<file path="src/design/jfhs_pkg.sv">
// ----------------------------------------------------------------------------
// jfhs_pkg
// Shared types and constants for the JPEG frame header scanner: payload
// structs, controller/datapath command and status bundles, marker codes.
// ----------------------------------------------------------------------------
package jfhs_pkg;

    // Field widths
    localparam int BYTE_W = 8;
    localparam int WORD_W = 16;
    localparam int HW_W   = 2 * WORD_W;       // height * width
    localparam int SIZE_W = 40;               // raw size and window registers
    localparam int CFG_DW = 64;               // APB data width
    localparam int CFG_AW = 4;                // two registers, 64-bit words, at 0 and 8

    // Register indexes (by paddr[3])
    localparam logic REG_MIN_RAW = 1'b0;
    localparam logic REG_MAX_RAW = 1'b1;

    // Reset values of the offload window
    localparam logic [SIZE_W-1:0] MIN_RAW_RESET = SIZE_W'(230400);
    localparam logic [SIZE_W-1:0] MAX_RAW_RESET = SIZE_W'(2621440);

    // Marker codes
    localparam logic [BYTE_W-1:0] MRK_PREFIX   = 8'hFF;
    localparam logic [BYTE_W-1:0] MRK_SOF_LO   = 8'hC0;
    localparam logic [BYTE_W-1:0] MRK_SOF_HI   = 8'hCF;
    localparam logic [BYTE_W-1:0] MRK_DHT      = 8'hC4;
    localparam logic [BYTE_W-1:0] MRK_JPG      = 8'hC8;
    localparam logic [BYTE_W-1:0] MRK_DAC      = 8'hCC;
    localparam logic [BYTE_W-1:0] MRK_SOI      = 8'hD8;
    localparam logic [BYTE_W-1:0] MRK_TEM      = 8'h01;
    localparam logic [BYTE_W-1:0] MRK_RST_LO   = 8'hD0;
    localparam logic [BYTE_W-1:0] MRK_RST_HI   = 8'hD7;

    // Frame header byte offsets (after the marker code)
    localparam logic [2:0] HDR_OFS_H_HI = 3'd3;
    localparam logic [2:0] HDR_OFS_H_LO = 3'd4;
    localparam logic [2:0] HDR_OFS_W_HI = 3'd5;
    localparam logic [2:0] HDR_OFS_W_LO = 3'd6;
    localparam logic [2:0] HDR_OFS_COMP = 3'd7;

    // Segment length at or below which nothing is skipped
    localparam logic [WORD_W-1:0] LEN_BIAS = 16'd2;

    // Input request
    typedef struct packed {
        logic [BYTE_W-1:0] data_byte;
        logic              last_byte;
    } jfhs_in_t;

    // Result request
    typedef struct packed {
        logic [SIZE_W-1:0] raw_size;
        logic              found;
        logic              in_range;
    } jfhs_out_t;

    // Which header word byte to capture
    typedef enum logic [2:0] {
        HDR_NONE,
        HDR_H_HI,
        HDR_H_LO,
        HDR_W_HI,
        HDR_W_LO
    } hdr_sel_t;

    // Controller -> datapath
    typedef struct packed {
        logic     len_hi_load;
        logic     skip_load;
        logic     skip_dec;
        hdr_sel_t hdr_sel;
        logic     mul_start;   // h*w and component byte into stage registers
        logic     prod;        // final product into size register, found set
        logic     size_zero;   // not-found result
        logic     out_load;    // result into output register
    } jfhs_cmd_t;

    // Datapath -> controller
    typedef struct packed {
        logic is_prefix;
        logic is_frame_start;
        logic is_standalone;
        logic len_gt_bias;
        logic skip_one;
        logic out_free;
    } jfhs_sts_t;

endpackage

</file>
<file path="src/design/jpeg_frame_header_scanner.sv">
// ----------------------------------------------------------------------------
// jpeg_frame_header_scanner
// Scans a JPEG byte stream for the frame header and reports the raw image
// size and whether it falls in the configured offload window.
// ----------------------------------------------------------------------------
// Takes one file byte per cycle on the s_ channel and returns exactly one
// result per file on the m_ channel: raw_size = height * width * components
// with found set once a frame-start header has been read, or raw_size 0 and
// found clear if the file ends first; in_range compares raw_size against the
// min/max window registers (APB at 0x0 and 0x8, inclusive bounds). Bytes are
// taken at one per cycle; the byte that completes the header holds s_ready
// low through the 16x16 multiplier stage and the 32x8 stage into the size
// register, and a last byte with no header found holds it low while the
// result is loaded; both last longer while an earlier result awaits m_ready.
// After a header is reported the rest of the file is drained at one byte per
// cycle; the parser restarts after every byte flagged last_byte.
// ----------------------------------------------------------------------------
module jpeg_frame_header_scanner (
    input  logic                         aclk,
    input  logic                         aresetn,
    // Input requests
    input  logic                         s_valid,
    output logic                         s_ready,
    input  jfhs_pkg::jfhs_in_t           s_data,
    // Result requests
    output logic                         m_valid,
    input  logic                         m_ready,
    output jfhs_pkg::jfhs_out_t          m_data,
    // Configuration
    input  logic                         psel,
    input  logic                         penable,
    input  logic                         pwrite,
    input  logic [jfhs_pkg::CFG_AW-1:0]  paddr,
    input  logic [jfhs_pkg::CFG_DW-1:0]  pwdata,
    output logic [jfhs_pkg::CFG_DW-1:0]  prdata,
    output logic                         pready
);

    logic [jfhs_pkg::SIZE_W-1:0] min_raw_size;
    logic [jfhs_pkg::SIZE_W-1:0] max_raw_size;
    jfhs_pkg::jfhs_cmd_t         cmd;
    jfhs_pkg::jfhs_sts_t         sts;

    jfhs_regs u_regs (
        .aclk         (aclk),
        .aresetn      (aresetn),
        .psel         (psel),
        .penable      (penable),
        .pwrite       (pwrite),
        .paddr        (paddr),
        .pwdata       (pwdata),
        .prdata       (prdata),
        .pready       (pready),
        .min_raw_size (min_raw_size),
        .max_raw_size (max_raw_size)
    );

    jfhs_ctrl u_ctrl (
        .aclk      (aclk),
        .aresetn   (aresetn),
        .s_valid   (s_valid),
        .s_ready   (s_ready),
        .last_byte (s_data.last_byte),
        .sts       (sts),
        .cmd       (cmd)
    );

    jfhs_dp u_dp (
        .aclk         (aclk),
        .aresetn      (aresetn),
        .data_byte    (s_data.data_byte),
        .cmd          (cmd),
        .sts          (sts),
        .min_raw_size (min_raw_size),
        .max_raw_size (max_raw_size),
        .m_valid      (m_valid),
        .m_ready      (m_ready),
        .m_data       (m_data)
    );

    // A not-found result always carries a zero size
    a_notfound_zero: assert property (@(posedge aclk) disable iff (!aresetn)
        m_valid |-> (m_data.found || (m_data.raw_size == '0)))
        else $error("not-found result with nonzero size");

    // A result is only loaded while the input side is held off
    a_load_blocks_input: assert property (@(posedge aclk) disable iff (!aresetn)
        $rose(m_valid) |-> $past(!s_ready))
        else $error("result loaded while input was accepted");

    // The command bundle never loads a result and takes a byte together
    a_load_excl_accept: assert property (@(posedge aclk) disable iff (!aresetn)
        cmd.out_load |-> !s_ready)
        else $error("output load overlaps input accept");

endmodule

</file>
<file path="src/design/jfhs_regs.sv">
// ----------------------------------------------------------------------------
// jfhs_regs
// APB register file holding the offload window bounds.
// ----------------------------------------------------------------------------
module jfhs_regs (
    input  logic                         aclk,
    input  logic                         aresetn,
    input  logic                         psel,
    input  logic                         penable,
    input  logic                         pwrite,
    input  logic [jfhs_pkg::CFG_AW-1:0]  paddr,
    input  logic [jfhs_pkg::CFG_DW-1:0]  pwdata,
    output logic [jfhs_pkg::CFG_DW-1:0]  prdata,
    output logic                         pready,
    output logic [jfhs_pkg::SIZE_W-1:0]  min_raw_size,
    output logic [jfhs_pkg::SIZE_W-1:0]  max_raw_size
);

    logic [jfhs_pkg::SIZE_W-1:0] min_raw_reg;
    logic [jfhs_pkg::SIZE_W-1:0] max_raw_reg;
    logic                        wr_en;
    logic                        reg_idx;

    assign pready  = 1'b1;
    assign reg_idx = paddr[3];
    assign wr_en   = psel && penable && pwrite;

    // Write on the access phase
    always_ff @(posedge aclk) begin
        if (!aresetn) begin
            min_raw_reg <= jfhs_pkg::MIN_RAW_RESET;
            max_raw_reg <= jfhs_pkg::MAX_RAW_RESET;
        end else if (wr_en) begin
            if (reg_idx == jfhs_pkg::REG_MIN_RAW) begin
                min_raw_reg <= pwdata[jfhs_pkg::SIZE_W-1:0];
            end else begin
                max_raw_reg <= pwdata[jfhs_pkg::SIZE_W-1:0];
            end
        end
    end

    // Read mux
    always_comb begin
        if (reg_idx == jfhs_pkg::REG_MIN_RAW) begin
            prdata = jfhs_pkg::CFG_DW'(min_raw_reg);
        end else begin
            prdata = jfhs_pkg::CFG_DW'(max_raw_reg);
        end
    end

    assign min_raw_size = min_raw_reg;
    assign max_raw_size = max_raw_reg;

endmodule

</file>
<file path="src/design/jfhs_dp.sv">
// ----------------------------------------------------------------------------
// jfhs_dp
// Datapath: byte classification, segment length and skip counter, header
// words, two-stage size multiplier, window compare and output register.
// ----------------------------------------------------------------------------
module jfhs_dp (
    input  logic                         aclk,
    input  logic                         aresetn,
    input  logic [jfhs_pkg::BYTE_W-1:0]  data_byte,
    input  jfhs_pkg::jfhs_cmd_t          cmd,
    output jfhs_pkg::jfhs_sts_t          sts,
    input  logic [jfhs_pkg::SIZE_W-1:0]  min_raw_size,
    input  logic [jfhs_pkg::SIZE_W-1:0]  max_raw_size,
    output logic                         m_valid,
    input  logic                         m_ready,
    output jfhs_pkg::jfhs_out_t          m_data
);

    logic [jfhs_pkg::BYTE_W-1:0] len_hi_reg;
    logic [jfhs_pkg::WORD_W-1:0] skip_reg;
    logic [jfhs_pkg::WORD_W-1:0] height_reg;
    logic [jfhs_pkg::WORD_W-1:0] width_reg;
    logic [jfhs_pkg::HW_W-1:0]   hw_reg;
    logic [jfhs_pkg::BYTE_W-1:0] comp_reg;
    logic [jfhs_pkg::SIZE_W-1:0] size_reg;
    logic                        found_reg;
    jfhs_pkg::jfhs_out_t         out_reg;
    logic                        m_valid_reg;

    logic [jfhs_pkg::WORD_W-1:0] seg_len;
    logic                        in_window;

    // Status: marker classification of the incoming byte, length and skip tests, output free
    always_comb begin
        sts.is_prefix      = (data_byte == jfhs_pkg::MRK_PREFIX);
        sts.is_frame_start = (data_byte >= jfhs_pkg::MRK_SOF_LO)
                          && (data_byte <= jfhs_pkg::MRK_SOF_HI)
                          && (data_byte != jfhs_pkg::MRK_DHT)
                          && (data_byte != jfhs_pkg::MRK_JPG)
                          && (data_byte != jfhs_pkg::MRK_DAC);
        sts.is_standalone  = (data_byte == jfhs_pkg::MRK_SOI)
                          || (data_byte == jfhs_pkg::MRK_TEM)
                          || ((data_byte >= jfhs_pkg::MRK_RST_LO)
                              && (data_byte <= jfhs_pkg::MRK_RST_HI));
        sts.len_gt_bias    = (seg_len > jfhs_pkg::LEN_BIAS);
        sts.skip_one       = (skip_reg == jfhs_pkg::WORD_W'(1));
        sts.out_free       = !m_valid_reg || m_ready;
    end

    assign seg_len = {len_hi_reg, data_byte};

    // Segment length and skip counter
    always_ff @(posedge aclk) begin
        if (cmd.len_hi_load) begin
            len_hi_reg <= data_byte;
        end
        if (cmd.skip_load) begin
            skip_reg <= seg_len - jfhs_pkg::LEN_BIAS;
        end else if (cmd.skip_dec) begin
            skip_reg <= skip_reg - jfhs_pkg::WORD_W'(1);
        end
    end

    // Frame header words, big-endian
    always_ff @(posedge aclk) begin
        unique case (cmd.hdr_sel)
            jfhs_pkg::HDR_H_HI: height_reg <= {data_byte, jfhs_pkg::BYTE_W'(0)};
            jfhs_pkg::HDR_H_LO: height_reg <= {height_reg[jfhs_pkg::WORD_W-1:jfhs_pkg::BYTE_W],
                                               data_byte};
            jfhs_pkg::HDR_W_HI: width_reg  <= {data_byte, jfhs_pkg::BYTE_W'(0)};
            jfhs_pkg::HDR_W_LO: width_reg  <= {width_reg[jfhs_pkg::WORD_W-1:jfhs_pkg::BYTE_W],
                                               data_byte};
            default: ;
        endcase
    end

    // Size multiplier: 16x16 stage, then 32x8 stage
    always_ff @(posedge aclk) begin
        if (cmd.mul_start) begin
            hw_reg   <= jfhs_pkg::HW_W'(height_reg) * jfhs_pkg::HW_W'(width_reg);
            comp_reg <= data_byte;
        end
        if (cmd.prod) begin
            size_reg  <= jfhs_pkg::SIZE_W'(hw_reg) * jfhs_pkg::SIZE_W'(comp_reg);
            found_reg <= 1'b1;
        end else if (cmd.size_zero) begin
            size_reg  <= '0;
            found_reg <= 1'b0;
        end
    end

    assign in_window = (size_reg >= min_raw_size) && (size_reg <= max_raw_size);

    // Output register
    always_ff @(posedge aclk) begin
        if (!aresetn) begin
            m_valid_reg <= 1'b0;
        end else if (cmd.out_load) begin
            m_valid_reg <= 1'b1;
        end else if (m_ready) begin
            m_valid_reg <= 1'b0;
        end
        if (cmd.out_load) begin
            out_reg.raw_size <= size_reg;
            out_reg.found    <= found_reg;
            out_reg.in_range <= in_window;
        end
    end

    assign m_valid = m_valid_reg;
    assign m_data  = out_reg;

endmodule

</file>
<file path="src/design/jfhs_ctrl.sv">
// ----------------------------------------------------------------------------
// jfhs_ctrl
// Parse controller: marker hunt, segment skip, frame header walk and
// result sequencing. Drives the datapath through the command bundle.
// ----------------------------------------------------------------------------
module jfhs_ctrl (
    input  logic                 aclk,
    input  logic                 aresetn,
    input  logic                 s_valid,
    output logic                 s_ready,
    input  logic                 last_byte,
    input  jfhs_pkg::jfhs_sts_t  sts,
    output jfhs_pkg::jfhs_cmd_t  cmd
);

    typedef enum logic [3:0] {
        ST_LEAD,
        ST_HUNT,
        ST_MARK,
        ST_LENHI,
        ST_LENLO,
        ST_SKIP,
        ST_HEADER,
        ST_DONE,
        ST_PROD,
        ST_EMIT
    } state_t;

    state_t     state_reg, state_next;
    logic       lead_seen_reg, lead_seen_next;
    logic [2:0] hdr_ofs_reg, hdr_ofs_next;
    logic       last_pend_reg, last_pend_next;
    logic       accept;
    logic       hdr_done;

    assign s_ready  = (state_reg != ST_PROD) && (state_reg != ST_EMIT);
    assign accept   = s_valid && s_ready;
    assign hdr_done = (state_reg == ST_HEADER) && (hdr_ofs_reg == jfhs_pkg::HDR_OFS_COMP);

    // Next state and commands
    always_comb begin
        state_next     = state_reg;
        lead_seen_next = lead_seen_reg;
        hdr_ofs_next   = hdr_ofs_reg;
        last_pend_next = last_pend_reg;
        cmd            = '0;
        cmd.hdr_sel    = jfhs_pkg::HDR_NONE;

        unique case (state_reg)
            ST_LEAD: begin
                if (accept) begin
                    lead_seen_next = 1'b1;
                    if (lead_seen_reg) begin
                        state_next = ST_HUNT;
                    end
                end
            end
            ST_HUNT: begin
                if (accept && sts.is_prefix) begin
                    state_next = ST_MARK;
                end
            end
            ST_MARK: begin
                if (accept) begin
                    priority if (sts.is_frame_start) begin
                        hdr_ofs_next = '0;
                        state_next   = ST_HEADER;
                    end else if (sts.is_standalone) begin
                        state_next = ST_HUNT;
                    end else begin
                        state_next = ST_LENHI;
                    end
                end
            end
            ST_LENHI: begin
                if (accept) begin
                    cmd.len_hi_load = 1'b1;
                    state_next      = ST_LENLO;
                end
            end
            ST_LENLO: begin
                if (accept) begin
                    if (sts.len_gt_bias) begin
                        cmd.skip_load = 1'b1;
                        state_next    = ST_SKIP;
                    end else begin
                        state_next = ST_HUNT;
                    end
                end
            end
            ST_SKIP: begin
                if (accept) begin
                    cmd.skip_dec = 1'b1;
                    if (sts.skip_one) begin
                        state_next = ST_HUNT;
                    end
                end
            end
            ST_HEADER: begin
                if (accept) begin
                    unique case (hdr_ofs_reg)
                        jfhs_pkg::HDR_OFS_H_HI: cmd.hdr_sel = jfhs_pkg::HDR_H_HI;
                        jfhs_pkg::HDR_OFS_H_LO: cmd.hdr_sel = jfhs_pkg::HDR_H_LO;
                        jfhs_pkg::HDR_OFS_W_HI: cmd.hdr_sel = jfhs_pkg::HDR_W_HI;
                        jfhs_pkg::HDR_OFS_W_LO: cmd.hdr_sel = jfhs_pkg::HDR_W_LO;
                        default:                cmd.hdr_sel = jfhs_pkg::HDR_NONE;
                    endcase
                    if (hdr_done) begin
                        cmd.mul_start  = 1'b1;
                        last_pend_next = last_byte;
                        state_next     = ST_PROD;
                    end else begin
                        hdr_ofs_next = hdr_ofs_reg + 3'd1;
                    end
                end
            end
            ST_DONE: ;
            ST_PROD: begin
                cmd.prod   = 1'b1;
                state_next = ST_EMIT;
            end
            ST_EMIT: begin
                if (sts.out_free) begin
                    cmd.out_load = 1'b1;
                    state_next   = last_pend_reg ? ST_LEAD : ST_DONE;
                end
            end
            default: state_next = ST_LEAD;
        endcase

        // End of file: restart the parse, not-found result unless reported
        if (accept && last_byte) begin
            lead_seen_next = 1'b0;
            hdr_ofs_next   = '0;
            if (state_reg == ST_DONE) begin
                state_next = ST_LEAD;
            end else if (!hdr_done) begin
                cmd.size_zero  = 1'b1;
                last_pend_next = 1'b1;
                state_next     = ST_EMIT;
            end
        end
    end

    // State and registered controls
    always_ff @(posedge aclk) begin
        if (!aresetn) begin
            state_reg     <= ST_LEAD;
            lead_seen_reg <= 1'b0;
            hdr_ofs_reg   <= '0;
            last_pend_reg <= 1'b0;
        end else begin
            state_reg     <= state_next;
            lead_seen_reg <= lead_seen_next;
            hdr_ofs_reg   <= hdr_ofs_next;
            last_pend_reg <= last_pend_next;
        end
    end

endmodule
</file>
<file path="config.mk">
export PLATFORM = sky130hd
export DESIGN_NAME = jpeg_frame_header_scanner
export DESIGN_NICKNAME = d
export VERILOG_FILES = /design/src/design/jfhs_pkg.sv /design/src/design/jpeg_frame_header_scanner.sv /design/src/design/jfhs_regs.sv /design/src/design/jfhs_dp.sv /design/src/design/jfhs_ctrl.sv
export SDC_FILE = /design/constraint.sdc
export NUM_CORES = 2
export LEC_CHECK = 0
export BUFFER_PORTS_ARGS = -buffer_cell sky130_fd_sc_hd__buf_2
export CELL_PAD_IN_SITES_DETAIL_PLACEMENT = 2
export CELL_PAD_IN_SITES_GLOBAL_PLACEMENT = 2
export CORE_ASPECT_RATIO = 0.5
export CORE_MARGIN = 4
export CORE_UTILIZATION = 45
export CTS_BUF_LIST = sky130_fd_sc_hd__clkbuf_8
export CTS_CLUSTER_SIZE = 25
export DETAILED_ROUTE_END_ITERATION = 8
export PLACE_DENSITY_LB_ADDON = 0.1
export SLEW_MARGIN = 20
export SYNTH_ARGS = -nofsm -noshare
export SYNTH_HDL_FRONTEND = slang
export SYNTH_HIERARCHICAL = 1
export SYNTH_SLANG_ARGS = --single-unit
</file>
<file path="constraint.sdc">
create_clock -name aclk -period 10.6 [get_ports aclk]
set_input_delay 1.59 -clock aclk [delete_from_list [all_inputs] [get_ports aclk]]
set_output_delay 1.59 -clock aclk [all_outputs]
set_load 0.03 [all_outputs]
</file>
# Yosys cells after proc, flatten, opt, wreduce, memory -nomap -nowiden
# Index checks and enable logic that the tools add are counted.
# classes
add_sub_neg	3
shift	0
n_lt_le_gt_ge	7
bitwise_logic	4
reduce_logical	31
multipliers	2
muxes	55
eq_ne	31
div_mod_pow	0
# op_table
op	count
40-bit 2-to-1 mux	3
4-bit 2-to-1 mux	17
16-bit case mux with 2 select lines	2
40-bit >= comparator	1
40-bit <= comparator	1
32-bit by 8-bit multiplier with 40-bit output	1
4-bit case mux with 10 select lines	1
16-bit by 16-bit multiplier with 32-bit output	1
16-bit 2-to-1 mux	2
8-bit inequality test, second input constant	3
1-bit 2-to-1 mux	21
3-bit 2-to-1 mux	6
16-bit by 1-bit == test with 1-bit output, second input constant	1
4-bit by 3-bit == test with 1-bit output, second input constant	4
8-bit == test, second input constant	2
8-bit >= comparator, second input constant	2
16-bit by 2-bit > comparator with 1-bit output, second input constant	1
8-bit <= comparator, second input constant	2
16-bit by 1-bit subtractor with 16-bit output, second input constant	1
16-bit by 2-bit subtractor with 16-bit output, second input constant	1
3-bit == test, second input constant	5
1-bit logical AND	13
3-bit case mux with 4 select lines	1
2-bit nonzero test	6
19 further kinds	35
# word_totals
n_memories	0
out_inout_bits	109
romBits	0
reg_bits	269
latchBits	0
ram_bits	0

# Logic depth before layout (Yosys ltp)
# logic_depth
word_depth	11
depth_mapped	23
mapped_depth_nobuf	23

# Modules after synthesis
# Netlist, hierarchy kept.
# by_module_without_submodules
mod	seq_area_each_um2	area_per_inst_um2	cells_each	instances
jfhs_dp	5385.2	25039.0	2589	1
jfhs_regs	1601.5	3768.6	385	1
jfhs_ctrl	180.2	777.0	99	1

# Least setup slack after synthesis
# No wires, ideal clock.
# synth_timing
path_type	reg-to-reg
startpoint	register u_dp/width_reg[4] in the netlist's numbering
endpoint	register u_dp/hw_reg[28] in the netlist's numbering, data pin
period_less_slack_ns	6.049
path_stages_with_launch	23
setup_ns	0.262
path_slack_ns	4.551
arrival_ns	5.788
path_buffers	1
cell_sequence	edfxtp_1 -> clkbuf_1 -> and2_1 -> fa_1 -> inv_1 -> fa_1 -> fa_1 -> fa_1 -> inv_1 -> fa_1 -> inv_1 -> fa_1 -> inv_1 -> ha_1 -> a21o_1 -> a21o_1 -> a21oi_1 -> o21ai_2 -> a31o_2 -> a21o_1 -> a21oi_1 -> o21ai_1 -> xor2_1
# synth_via
elab_chain_len	1
# synth_lines
item	line	text
start: declaration	jfhs_dp.sv:22	logic [jfhs_pkg::WORD_W-1:0] width_reg;
start signal: assignment	jfhs_dp.sv:70	jfhs_pkg::HDR_W_HI: width_reg <= {data_byte, jfhs_pkg::BYTE_W'(0)};
start signal: assignment	jfhs_dp.sv:71	jfhs_pkg::HDR_W_LO: width_reg <= {width_reg[jfhs_pkg::WORD_W-1:jfhs_pkg::BYTE_W],
16-bit by 16-bit multiplier with 32-bit output	jfhs_dp.sv:80	hw_reg <= jfhs_pkg::HW_W'(height_reg) * jfhs_pkg::HW_W'(width_reg);
end signal: assignment	jfhs_dp.sv:80	
end: declaration	jfhs_dp.sv:23	logic [jfhs_pkg::HW_W-1:0] hw_reg;
# Every way passes these cells.
# A chain may end at the register's enable or synchronous reset.

# Worst setup path in the final report
# layout_timing
startpoint	register u_dp/height_reg[5] in the netlist's numbering
endpoint	register u_dp/hw_reg[30] in the netlist's numbering, data pin
# layout_via
elab_chain_len	1
# layout_lines
item	line	text
start: declaration	jfhs_dp.sv:21	logic [jfhs_pkg::WORD_W-1:0] height_reg;
start signal: assignment	jfhs_dp.sv:67	jfhs_pkg::HDR_H_HI: height_reg <= {data_byte, jfhs_pkg::BYTE_W'(0)};
start signal: assignment	jfhs_dp.sv:68	jfhs_pkg::HDR_H_LO: height_reg <= {height_reg[jfhs_pkg::WORD_W-1:jfhs_pkg::BYTE_W],
16-bit by 16-bit multiplier with 32-bit output	jfhs_dp.sv:80	
# Every way passes these cells.

==> results.yml <==
setup_path:
  crit_path_cell_trace: "and2_1 > fa_1 > inv_1 > fa_1 > fa_1 > fa_1 > inv_1 > fa_1 > inv_1 > fa_1 > inv_1 > ha_1 > a21o_1 > a21o_1 > a21oi_1 > o21ai_2 > a31o_2 > a211oi_1 > o31ai_1 > a21oi_1 > xnor2_1"
  cp_top_family: "adder cells"
  slowest_stage: "edfxtp_1"
  path_class: "flop to flop"
  critPathRequiredTime_ns: 10.90
  cp_num_buf_inv: 4
  end_kind: "flop"
  worstPathArrival_ns: 7.32
  cpPeakStageDelay_ns: 0.78
  crit_fanout: 16
  worst_path_most_repeated_cell: "fa_1"
  cp-start-kind: "flop"
yosys:
  syn_area_mm2: 0.0296
  synth.most_common_cell: "inv_1"
  ys_warn_count: 6
  synthArstFlopShare: 0
  synth_top_cell_by_area: "fa_1"
  yosys.area.top_type_share: 0.253
  ys.flop_type: "edfxtp_1"
  synth.distinct_cells: 81
  syn_inst: 3073
  synthTopCellsByCount: "508 x inv_1, 420 x nand2_1, 374 x fa_1"
  ys_seq_area_frac: 0.242
  synth_top_cells_by_area: "fa_1 25%, edfxtp_1 18%, ha_1 11%"
  syn_avg_cell_area_um2: 9.63
  synth_enable_flop_cells: 178
  synth-seq-cells: 269
sta:
  clock.fmax_ghz: 0.142
  slew_headroom: 0.319
  fin_tns_setup_ns: 0
  period_minus_slack_ns: 7.02
  drv_slew: 0
  setup_viol: 0
  skew_ns: 0.0566
  post-route-period-util: 0.662
  worst_slew_pin_slew_ns: 1.02
  report.final.hold_viol_count: 0
  rsz0062_at_grt: "false"
cells_and_area:
  fin_util: 0.491
  syn_to_final_growth_pct: 7.79
  largest_reg_flops: 42
  nets: 3869
  fin_cells: 4079
  drive_above_1_share: 0.0924
global_route:
  grt_pass1_wl_mm: 151
  grt_pass1_vias: 26300
  grt_max_degree: 83
  grt_overflow: 0
  grt_util_all_layers: 0.275
  antenna_found_initial: 1
detailed_routing:
  ant_nets: 0
  via_per_inst: 5.45
  wl_per_cell_um: 23.3
  drt_first_pass_iters: 4
  vias: 22234
  drc: 0
  wl_mm: 94.9
  initialDrtViolationCount: 927
hold_path:
  holdCritPathClass: "flop to flop"
die:
  io_pins: 193
  core-area_mm2: 0.0650
  dieHeight_um: 189
  rows: 66
  die_x_um: 371
  initial_core_util: 0.455
  die_area_mm2: 0.0702
clock_tree:
  cts-htree-levels: 2
  cts_hold_buffers: 0
  cts_resized: 0
  clock_latency_ns: 0.62
  cts.sinks: 269
  cts_root_buf: "clkbuf_8"
  cts_setup_buffers: 0
  clkTransAtPathRegs_ns: 0.07
  clockBufferDepth: 3
  cts_tree: "built"
  cts_buffers: 46
pwr:
  p_leak_nw: 14.7
  vdd_drop_max_mv: 0.0698
  p_per_area_mw_per_mm2: 76.9
place:
  dp_hpwl_mm: 71.4
  port_buffers: 140
  gp_congestion: 0.824
  place_inst: 3993
run:
  timing.max_cap.violations: 0
status:
  outcome: "finished clean"
## layout make-up
type	count	area, µm²
Multi-Input combinational cell	2168	19900
Fill cell	6972	33100
Sequential cell	269	7170
Timing Repair Buffer	162	868
Inverter	510	1910
Antenna cell	2	5.00
Clock inverter	34	284
Clock buffer	50	688
Tap cell	884	1110
## cells by family after synthesis
family / count (synthesis) / share of synthesized area
simple gates: 995 / 0.169
xor+xnor: 83 / 0.0246
flops: 269 / 0.242
other cells: 2 / 0.000254
mux: 123 / 0.0433
buf+inv: 659 / 0.0897
compound gates: 314 / 0.0705
fa+ha+maj: 628 / 0.360
## routing by layer
metal / track usage / part of all wire / vias up
met5: 0 / 0 / -
met1: 0.351 / 0.44 / 11708
li1: - / - / 9931
met3: 0.0351 / 0.037 / 152
met4: 0.0645 / 0.024 / 0
met2: 0.497 / 0.50 / 443
## path summary, 6_finish.rpt
path | from | end | slack [ns] | cells past startpoint
worst min-delay path | u_dp/found_reg$_SDFFE_PP1P_ | u_dp/m_data[1]$_DFFE_PP_ | 0.47 | 0
worst max-delay path | u_dp/height_reg[5]$_SDFFCE_PN0P_ | u_dp/hw_reg[30]$_DFFE_PP_ | 3.58 | 21
worst max register to register | u_dp/height_reg[5]$_SDFFCE_PN0P_ | u_dp/hw_reg[30]$_DFFE_PP_ | 3.58 | 21
worst min register to register | u_dp/found_reg$_SDFFE_PP1P_ | u_dp/m_data[1]$_DFFE_PP_ | 0.47 | 0
## stage by stage
stage               area (µm²)  hold WS (ns)  setup WS (ns)  power, mW
floorplan                29700         0.409           4.55       1.35
global placement         30900         0.414           3.87       1.42
detailed placement       30900         0.449           3.69       1.44
CTS                      31900         0.471           3.57       2.48
global route             31900         0.487           3.30       2.56
finish                   31900         0.471           3.58       2.45
## layout by cell type, fill, tap and decap left out, types with 5 or more instances in the layout
cell and instances:
inv_1 522, mux2_2 41, xnor2_1 53, a211oi_1 13, nand3b_1 5, bufinv_16 5, or4_1 6, buf_4 23
nor3b_1 6, nor2b_1 47, a21oi_1 88, a31oi_1 10, clkinv_1 8, fa_1 374, nor3_1 20, edfxtp_1 178
mux2i_1 82, nand2b_1 12, o21bai_1 9, nor4_1 11, or2_2 5, and3_1 6, o211ai_1 9, and2_1 307
ha_1 254, nand3_1 28, dfxtp_1 91, buf_2 139, o21ai_0 45, o21a_1 11, o31ai_1 7, clkbuf_8 50
nand4_1 26, nand2_1 420, xor2_1 30, nor2_1 75, conb_1 25, a21o_1 66
## power breakdown
group / switching, mW / internal, mW
combinational: 0.151 / 0.0841
clock: 0.476 / 0.560
sequential: 0.0341 / 1.15
No activity file was read; power rests on OpenSTA's default activity.
